==> config.mk <==
export PLATFORM = sky130hd
export DESIGN_NAME = audio_stream_deframer_timer_top
export DESIGN_NICKNAME = d
export VERILOG_FILES = /design/src/rtl/asdt_pkg.sv /design/src/rtl/audio_stream_deframer_timer_top.sv
export SDC_FILE = /design/constraint.sdc
export NUM_CORES = 1
export LEC_CHECK = 0
export ABC_AREA = 1
export BUFFER_PORTS_ARGS = -buffer_cell sky130_fd_sc_hd__clkbuf_2
export CORE_ASPECT_RATIO = 0.8
export CORE_UTILIZATION = 45
export DETAILED_ROUTE_END_ITERATION = 16
export PLACE_DENSITY = 0.64
export SLEW_MARGIN = 20
export SYNTH_ARGS = -nofsm -noshare
export SYNTH_HDL_FRONTEND = slang
export SYNTH_SLANG_ARGS = --single-unit
==> constraint.sdc <==
create_clock -name clk -period 6.47 [get_ports clk]
set_input_delay 1.941 -clock clk [delete_from_list [all_inputs] [get_ports clk]]
set_output_delay 1.941 -clock clk [all_outputs]
set_load 0.005 [all_outputs]
==> src/rtl/asdt_pkg.sv <==
// Shared types, constants and the seven-segment decode for the audio stream deframer.
// No dependencies.
package asdt_pkg;

	localparam int unsigned STRING_CAPACITY = 64;

	localparam logic [31:0] MAGIC_WORD  = 32'hDEADDA7A;
	localparam logic [12:0] MAX_SECONDS = 13'd5999;

	localparam logic [2:0] KIND_RATE     = 3'd0;
	localparam logic [2:0] KIND_CHANNELS = 3'd1;
	localparam logic [2:0] KIND_BITS     = 3'd2;
	localparam logic [2:0] KIND_LENGTH   = 3'd3;
	localparam logic [2:0] KIND_CHAR     = 3'd4;
	localparam logic [2:0] KIND_SAMPLE   = 3'd5;

	localparam logic [1:0] LAST_STRING = 2'd2;

	typedef struct packed {
		logic [2:0]  kind;
		logic [31:0] value;
		logic [1:0]  string_select;
		logic [5:0]  char_position;
		logic        time_tick;
		logic [12:0] elapsed_seconds;
		logic [31:0] segment_pattern;
	} res_t;

	// active-low segment code of one decimal digit
	function automatic logic [7:0] seg_of(input logic [3:0] d);
		logic [7:0] s;
		case (d)
			4'd0: s = 8'h40;
			4'd1: s = 8'h79;
			4'd2: s = 8'h24;
			4'd3: s = 8'h30;
			4'd4: s = 8'h19;
			4'd5: s = 8'h12;
			4'd6: s = 8'h02;
			4'd7: s = 8'h78;
			4'd8: s = 8'h00;
			4'd9: s = 8'h10;
			default: s = 8'h00;
		endcase
		return s;
	endfunction

endpackage

==> src/rtl/audio_stream_deframer_timer_top.sv <==
// Audio stream deframer with mm:ss playback timer, top level.
// Depends on asdt_pkg.
//
// Takes one 32-bit stream word per clock cycle while the skid register is empty, and gives
// at most one result beat per word; words seen while hunting for the magic word, and the
// magic word itself, give no beat. Each word is decoded combinationally from the current
// parse state and the result lands in a two-entry output buffer (output register plus skid
// register), so input keeps flowing at one word per cycle while one result waits to be
// taken. The time is kept as four decimal digit counters next to the binary seconds count,
// so the segment pattern is a table lookup per digit.
module audio_stream_deframer_timer_top #(
	parameter int unsigned STRING_CAPACITY = asdt_pkg::STRING_CAPACITY
) (
	input  logic        clk,
	input  logic        arst_n,
	input  logic        in_valid,
	output logic        in_ready,
	input  logic [31:0] fifo_word,
	output logic        out_valid,
	input  logic        out_ready,
	output logic [2:0]  kind,
	output logic [31:0] value,
	output logic [1:0]  string_select,
	output logic [5:0]  char_position,
	output logic        time_tick,
	output logic [12:0] elapsed_seconds,
	output logic [31:0] segment_pattern
);

	localparam int unsigned CNT_W = ($clog2(STRING_CAPACITY) > 6) ? $clog2(STRING_CAPACITY) : 6;

	typedef enum logic [2:0] {
		PH_HUNT, PH_RATE, PH_CHANNELS, PH_BITS, PH_LENGTH, PH_CHARS, PH_AUDIO
	} phase_t;

	phase_t             phase_q, phase_n;
	logic [1:0]         str_q, str_n;
	logic [CNT_W-1:0]   rem_q, rem_n;
	logic [CNT_W-1:0]   pos_q, pos_n;
	logic [31:0]        rate_q, rate_n;
	logic [31:0]        chans_q, chans_n;
	logic [31:0]        bits_q, bits_n;
	logic [31:0]        smp_q, smp_n;
	logic [12:0]        secs_q, secs_n;
	logic [3:0]         su_q, st_q, mu_q, mt_q;
	logic [3:0]         su_n, st_n, mu_n, mt_n;

	asdt_pkg::res_t     res, out_q, skid_q;
	logic               res_v;
	logic               out_v_q, skid_v_q;
	logic               in_fire, out_fire, new_res;

	logic [31:0]        smp_inc;
	logic [CNT_W-1:0]   len;
	logic [CNT_W-1:0]   rem_dec;

	always_comb begin
		phase_n = phase_q;
		str_n   = str_q;
		rem_n   = rem_q;
		pos_n   = pos_q;
		rate_n  = rate_q;
		chans_n = chans_q;
		bits_n  = bits_q;
		smp_n   = smp_q;
		secs_n  = secs_q;
		su_n    = su_q;
		st_n    = st_q;
		mu_n    = mu_q;
		mt_n    = mt_q;
		res_v   = 1'b1;
		res     = '0;
		smp_inc = smp_q + 32'd1;
		rem_dec = rem_q - CNT_W'(1);
		if (fifo_word >= 32'(STRING_CAPACITY))
			len = CNT_W'(STRING_CAPACITY - 1);
		else
			len = fifo_word[CNT_W-1:0];

		unique case (phase_q)
			PH_HUNT: begin
				res_v = 1'b0;
				if (fifo_word == asdt_pkg::MAGIC_WORD)
					phase_n = PH_RATE;
			end
			PH_RATE: begin
				rate_n    = fifo_word;
				res.kind  = asdt_pkg::KIND_RATE;
				res.value = fifo_word;
				phase_n   = PH_CHANNELS;
			end
			PH_CHANNELS: begin
				chans_n   = fifo_word;
				res.kind  = asdt_pkg::KIND_CHANNELS;
				res.value = fifo_word;
				phase_n   = PH_BITS;
			end
			PH_BITS: begin
				bits_n    = fifo_word;
				res.kind  = asdt_pkg::KIND_BITS;
				res.value = fifo_word;
				str_n     = 2'd0;
				phase_n   = PH_LENGTH;
			end
			PH_LENGTH: begin
				res.kind          = asdt_pkg::KIND_LENGTH;
				res.value         = 32'(len);
				res.string_select = str_q;
				rem_n             = len;
				pos_n             = '0;
				if (len == '0) begin
					if (str_q >= asdt_pkg::LAST_STRING) begin
						str_n   = 2'd0;
						phase_n = PH_AUDIO;
					end else begin
						str_n   = str_q + 2'd1;
						phase_n = PH_LENGTH;
					end
				end else begin
					phase_n = PH_CHARS;
				end
			end
			PH_CHARS: begin
				res.kind          = asdt_pkg::KIND_CHAR;
				res.value         = {24'd0, fifo_word[7:0]};
				res.string_select = str_q;
				res.char_position = pos_q[5:0];
				pos_n             = pos_q + CNT_W'(1);
				rem_n             = rem_dec;
				if (rem_dec == '0) begin
					if (str_q >= asdt_pkg::LAST_STRING) begin
						str_n   = 2'd0;
						phase_n = PH_AUDIO;
					end else begin
						str_n   = str_q + 2'd1;
						phase_n = PH_LENGTH;
					end
				end
			end
			default: begin
				phase_n   = PH_AUDIO;
				res.kind  = asdt_pkg::KIND_SAMPLE;
				res.value = {fifo_word[15:0], 16'd0};
				smp_n     = smp_inc;
				if (smp_inc >= rate_q) begin
					smp_n = 32'd0;
					if (secs_q < asdt_pkg::MAX_SECONDS) begin
						secs_n        = secs_q + 13'd1;
						res.time_tick = 1'b1;
						if (su_q == 4'd9) begin
							su_n = 4'd0;
							if (st_q == 4'd5) begin
								st_n = 4'd0;
								if (mu_q == 4'd9) begin
									mu_n = 4'd0;
									mt_n = mt_q + 4'd1;
								end else begin
									mu_n = mu_q + 4'd1;
								end
							end else begin
								st_n = st_q + 4'd1;
							end
						end else begin
							su_n = su_q + 4'd1;
						end
					end
				end
			end
		endcase

		res.elapsed_seconds = secs_n;
		res.segment_pattern = {asdt_pkg::seg_of(mt_n), asdt_pkg::seg_of(mu_n),
		                       asdt_pkg::seg_of(st_n), asdt_pkg::seg_of(su_n)};
	end

	assign in_ready = !skid_v_q;
	assign in_fire  = in_valid && in_ready;
	assign out_fire = out_v_q && out_ready;
	assign new_res  = in_fire && res_v;

	always_ff @(posedge clk or negedge arst_n) begin
		if (!arst_n) begin
			phase_q <= PH_HUNT;
			str_q   <= '0;
			rem_q   <= '0;
			pos_q   <= '0;
			rate_q  <= '0;
			chans_q <= '0;
			bits_q  <= '0;
			smp_q   <= '0;
			secs_q  <= '0;
			su_q    <= '0;
			st_q    <= '0;
			mu_q    <= '0;
			mt_q    <= '0;
		end else if (in_fire) begin
			phase_q <= phase_n;
			str_q   <= str_n;
			rem_q   <= rem_n;
			pos_q   <= pos_n;
			rate_q  <= rate_n;
			chans_q <= chans_n;
			bits_q  <= bits_n;
			smp_q   <= smp_n;
			secs_q  <= secs_n;
			su_q    <= su_n;
			st_q    <= st_n;
			mu_q    <= mu_n;
			mt_q    <= mt_n;
		end
	end

	// two-entry result buffer: output register, then skid register
	always_ff @(posedge clk or negedge arst_n) begin
		if (!arst_n) begin
			out_v_q  <= 1'b0;
			skid_v_q <= 1'b0;
		end else if (out_fire) begin
			if (skid_v_q) begin
				out_v_q  <= 1'b1;
				skid_v_q <= new_res;
			end else begin
				out_v_q <= new_res;
			end
		end else if (!out_v_q) begin
			out_v_q <= new_res;
		end else if (new_res) begin
			skid_v_q <= 1'b1;
		end
	end

	always_ff @(posedge clk) begin
		if (out_fire) begin
			if (skid_v_q) begin
				out_q <= skid_q;
				if (new_res)
					skid_q <= res;
			end else if (new_res) begin
				out_q <= res;
			end
		end else if (!out_v_q) begin
			if (new_res)
				out_q <= res;
		end else if (new_res) begin
			skid_q <= res;
		end
	end

	assign out_valid       = out_v_q;
	assign kind            = out_q.kind;
	assign value           = out_q.value;
	assign string_select   = out_q.string_select;
	assign char_position   = out_q.char_position;
	assign time_tick       = out_q.time_tick;
	assign elapsed_seconds = out_q.elapsed_seconds;
	assign segment_pattern = out_q.segment_pattern;

endmodule

# == Word-level counts from Yosys, hierarchy flattened ==
# Memories as Yosys holds them, arrays and structs flattened.
# Cells that the tools add are included.
# totals
out_inout_bits,91
memories,4
elab_cells,138
in_bits,36
mem_bits_ro,448
ff_bits,290
# memory_table
memory,depth,width,rd,rd_ports_with_merged_regs,wr,line_no,text
(name not given),16,7,1,0,0,asdt_pkg.sv:32,case (d)
(name not given),16,7,1,0,0,asdt_pkg.sv:32,
(name not given),16,7,1,0,0,asdt_pkg.sv:32,
(name not given),16,7,1,0,0,asdt_pkg.sv:32,
# classes
n_reduce_logical,20
mux,59
n_eq_ne,14
bitwise_logic,1
n_addsub,9
magnitude_cmp,4
# ops
cell,n
2-to-1 mux 89 bit,8
case mux 35 bit (6 select lines),1
2-to-1 mux 4 bit,21
2-to-1 mux 13 bit,3
"adder 32 x 1 -> 32 bit, second input constant",1
"== test 32 bit, second input constant",1
greater-or-equal comparator 32 bit,1
"greater-or-equal comparator 32 x 7 -> 1 bit, second input constant",1
2-to-1 mux 32 bit,1
case mux 6 bit (2 select lines),2
case mux 3 bit (6 select lines),1
"adder 4 x 1 -> 4 bit, second input constant",4
"adder 13 x 1 -> 13 bit, second input constant",1
"less-than comparator 13 bit, second input constant",1
zero test 6 bit,2
2-to-1 mux 2 bit,6
2-to-1 mux 6 bit,2
2-to-1 mux 1 bit,11
AND reduction 2 bit,5
"== test 4 bit, second input constant",2
"inequality test 2 bit, second input constant",4
"adder 6 x 1 -> 6 bit, second input constant",1
"== test 3 x 2 -> 1 bit, second input constant",2
"== test 3 bit, second input constant",2
18 further kinds,23

# == Logic depth before layout (Yosys ltp) ==
# An unclocked memory read counts as a cell.
# depth
word_depth,11
ltp_mapped,33
mapped_depth_nobuf,33

# == Least setup slack after synthesis ==
# OpenSTA, ideal clock, no wires.
# synth_path
kind,input port to flip-flop
start,input in_valid
end,"register skid_q[0] (netlist bit), enable pin"
path_stages,5
n_path_buf,1
setup_time_ns,0.529
slack_ns,-0.251
t_required_ns,5.941
t_arrival_ns,6.192
path_cell_list,nand2_1 nor2_1 inv_2 clkbuf_1 nor2_1
# synth_rtl
item,line_no,text
start: declaration,audio_stream_deframer_timer_top.sv:16,"input logic in_valid,"
end signal: assignment,audio_stream_deframer_timer_top.sv:237,skid_q <= res;
end signal: assignment,audio_stream_deframer_timer_top.sv:245,skid_q <= res;
end: declaration,audio_stream_deframer_timer_top.sv:48,"asdt_pkg::res_t res, out_q, skid_q;"

==> implementation parameters <==
Parameter                              Value

Final layout
  Area growth syn-to-layout ... 13.8%
  Final core utilization ... 0.524
  Fill cells ... 3149
  Count of nets after finishing ... 1993
  Antenna cells ... 0
  Layout cells sized above 1 ... 0.146

Detailed routing
  TritonRoute pass-1 iters ... 7
  Vias after detailed routing ... 12700
  Drt wl/cell ... 16.7 um
  Iter 0 DRT Violations ... 1066
  Detailed Route WL ... 39900 um
  Number of DRC violations after detailed routing ... 0
  Detail Route Antenna Nets ... 0
  Average via count per standard cell ... 5.30

Setup path
  Worst Setup Start Kind ... flip-flop
  Most prevalent standard cell on the critical path ... nand2_1
  Peak fanout along the critical path ... 13
  Required time of the critical path ... 6780 ps
  Crit path kind ... reg2reg
  Crit end category ... flip-flop
  Crit path DAT ... 5640 ps
  Slowest cell on the critical path ... nor4_1
  Stage delay of the slowest cell on the critical path ... 440 ps

STA
  Final-report hold violation count ... 0
  Relative slew slack ... 0.295
  Post-Route Skew ... 19.3 ps
  Measured slew at the worst slew-check pin ... 1060 ps
  Final critical-path share of the clock period ... 0.823
  Min Tclk post-route ... 5330 ps
  Setup-failing EPs final ... 0
  Setup repair after global routing missed its margin ... no
  Maximum clock frequency ... 188 MHz
  Setup Total Neg Slack ... 0 ps
  Number of max-slew violations in the final report ... 0

Yosys
  Share of the synthesized area in the top cell type ... 0.334
  Gate Count Post-Synth ... 1795
  #FFs+latches synth ... 286
  Main area contributors after synthesis ... edfxtp_1 33%, dfrtp_1 18%, nand2_1 8.7%, inv_1 5.4%, a21oi_1 5.2%
  Post-synth net total ... 1889
  Yosys top cell by area ... edfxtp_1
  Post-synth ARST share ... 0.392
  Yosys warning count ... 0
  Share of synthesized area occupied by flip-flops and latches ... 0.513
  Number of different library cells in the post-synthesis netlist ... 55
  Mean post-synth cell area ... 8.71 sq um
  Most common flop cell mapped by yosys ... edfxtp_1
  Area of the mapped netlist ... 15600 sq um
  Number of flops mapped to enable cells by yosys ... 174

Clock network
  Clock tree from TritonCTS ... yes
  Number of hold buffers added after cts ... 0
  Clk Latency, worst-skew pair ... 570 ps
  Post-CTS setup-driven buffer insertion count ... 0
  CTS-repair resized insts ... 0
  Root Buffer ... clkbuf_16
  H-tree depth ... 1
  Clock net sink count ... 286
  Clock transition at the register clock pins on the worst setup and hold paths after CTS ... 70 ps
  Number of buffers created by CTS ... 31
  Clock Path Buffers ... 3

Global routing
  Global-route wire length before repair ... 64300 um
  Total global-route track usage ... 0.226
  Pin count of the biggest net entering global routing ... 100
  Initial antenna violation count ... 0
  Via count of the first global-routing pass ... 11700
  Gr ovfl total ... 0

Placed design
  Final weighted congestion in routability-driven placement ... 0.934
  Placed wire-length estimate after detailed placement ... 27500 um
  Port Buffer Count ... 126

Floorplan
  Vertical die dimension ... 169 um
  Placeable core area ... 33900 sq um
  Die width ... 210 um
  Initial Utilization ... 0.461
  IO Pins ... 127
  Area enclosed by the die boundary ... 35500 sq um
  Cell Rows ... 60

Worst hold path
  Hold Crit Class ... reg2reg

Job
  Count of max-cap constraint violations ... 0

Power and ir drop
  Worst VDD drop ... 0.178 mV
  Power density of the placed cells ... 218 nW/um^2
  Static leakage ... 0.00826 uW

Status
  Outcome ... finished, final reports clean
-- layout make-up --
cell class,instances,area (sq um),area share
clock inverters,19,268,0.0150
clock buffers,39,826,0.0464
inverters,249,941,0.0529
repair buffers,140,742,0.0417
multi-input cells,1191,6410,0.360
well taps,465,582,0.0327
flip-flops and latches,286,8030,0.451
-- state kept, by name, summed over array words and instances (netlist names) --
register,cells
out_valid,1
rate_q,32
pos_q,6
su_q,4
segment_pattern,32
rem_q,6
mt_q,4
str_q,2
time_tick,1
value,32
secs_q,13
skid_q,85
st_q,4
phase_q,3
elapsed_seconds,13
smp_q,32
char_position,6
mu_q,4
string_select,2
kind,3
skid_v_q,1
-- cells in the mapped netlist (4+ instances only) --
library cell,count
a211oi_1,6
buf_2,6
a21oi_1,162
dfrtp_1,112
clkbuf_1,55
inv_2,16
o22ai_1,21
xor2_1,37
nor3_1,32
nor4_1,16
ha_1,58
nor2_4,4
nand2_1,364
o21ai_1,6
nand4_1,29
nand3_1,52
inv_1,227
nand2_2,17
a21oi_2,4
o21ai_0,135
a32oi_1,16
nor2_2,12
nor3_2,6
nor2_1,166
edfxtp_1,174
nand2_4,9
nand3_2,6
-- worst paths after layout --
check                           from             endpoint  slack [ps]  cells past startpoint
setup / recovery            smp_q[0]  segment_pattern[11]        1140                     28
hold / removal             rate_q[8]            rate_q[8]         500                      2
setup reg to reg            smp_q[0]  segment_pattern[11]        1140                     28
hold reg to reg            rate_q[8]            rate_q[8]         500                      2
max in group asynchronous     arst_n            rate_q[1]        3780                      2
min in group asynchronous     arst_n            smp_q[16]        1520                      1
-- metrics by stage --
step	instances	hold WS, ps	power (uW)	cell area [sq um]	worst slack [ps]
after floorplan	1795	453	1970	15600	1180
after global placement	2331	470	2010	16700	1430
after detailed placement	2331	478	2010	16700	1180
after CTS	2389	497	3920	17800	1160
after global routing	2389	520	3990	17800	555
final	2389	497	3890	17800	1140
-- where the power goes --
part           switching, uW  internal, uW  leakage, uW  total [uW]
Combinational           38.0          10.6      0.00458        48.6
Clock                    740          1180     0.000538        1920
Sequential                 0          1920      0.00314        1920
-- worst max-delay path, delay by kind of cell (launching register included) --
family / cells / cell delay [ps]
flops: 1 / 420
simple gates: 22 / 3480
buf+inv: 2 / 190
compound gates: 2 / 300
fa+ha+maj: 2 / 650
-- kinds of logic (layout without fill, tap and decap cells) --
kind of cell             after synthesis  after routing  share of synthesized area
flip-flops                           286            286                      0.513
AND/OR/NAND/NOR                      725            725                      0.209
adder cells (fa/ha/maj)               58             58                     0.0464
XOR/XNOR                              39             39                     0.0223
AO/OA/AOI/OAI                        368            368                      0.130
buffers and inverters                318            447                     0.0790
multiplexers                           1              1                   0.000640
-- metal layers --
layer / vias up / GRT usage / routed length, um
li1: 6202 / - / -
met1: 5951 / 0.356 / 19900
met2: 433 / 0.329 / 16500
met3: 67 / 0.0302 / 2640
met4: 0 / 0.0510 / 837
met5: - / 0 / 0
-- placed cells by master (no fill, tap or decap), drive strengths merged, types with 3 or more instances in the layout --
master,count
a211oi,6
a21oi,168
a32oi,16
buf,15
bufinv,7
clkbuf,164
clkinv,15
dfrtp,112
edfxtp,174
ha,58
inv,246
nand2,390
nand3,59
nand4,30
nor2,182
nor3,41
nor4,16
o21a,3
o21ai,144
o22ai,21
xor2,38
Power figures use the tool's default switching activity.
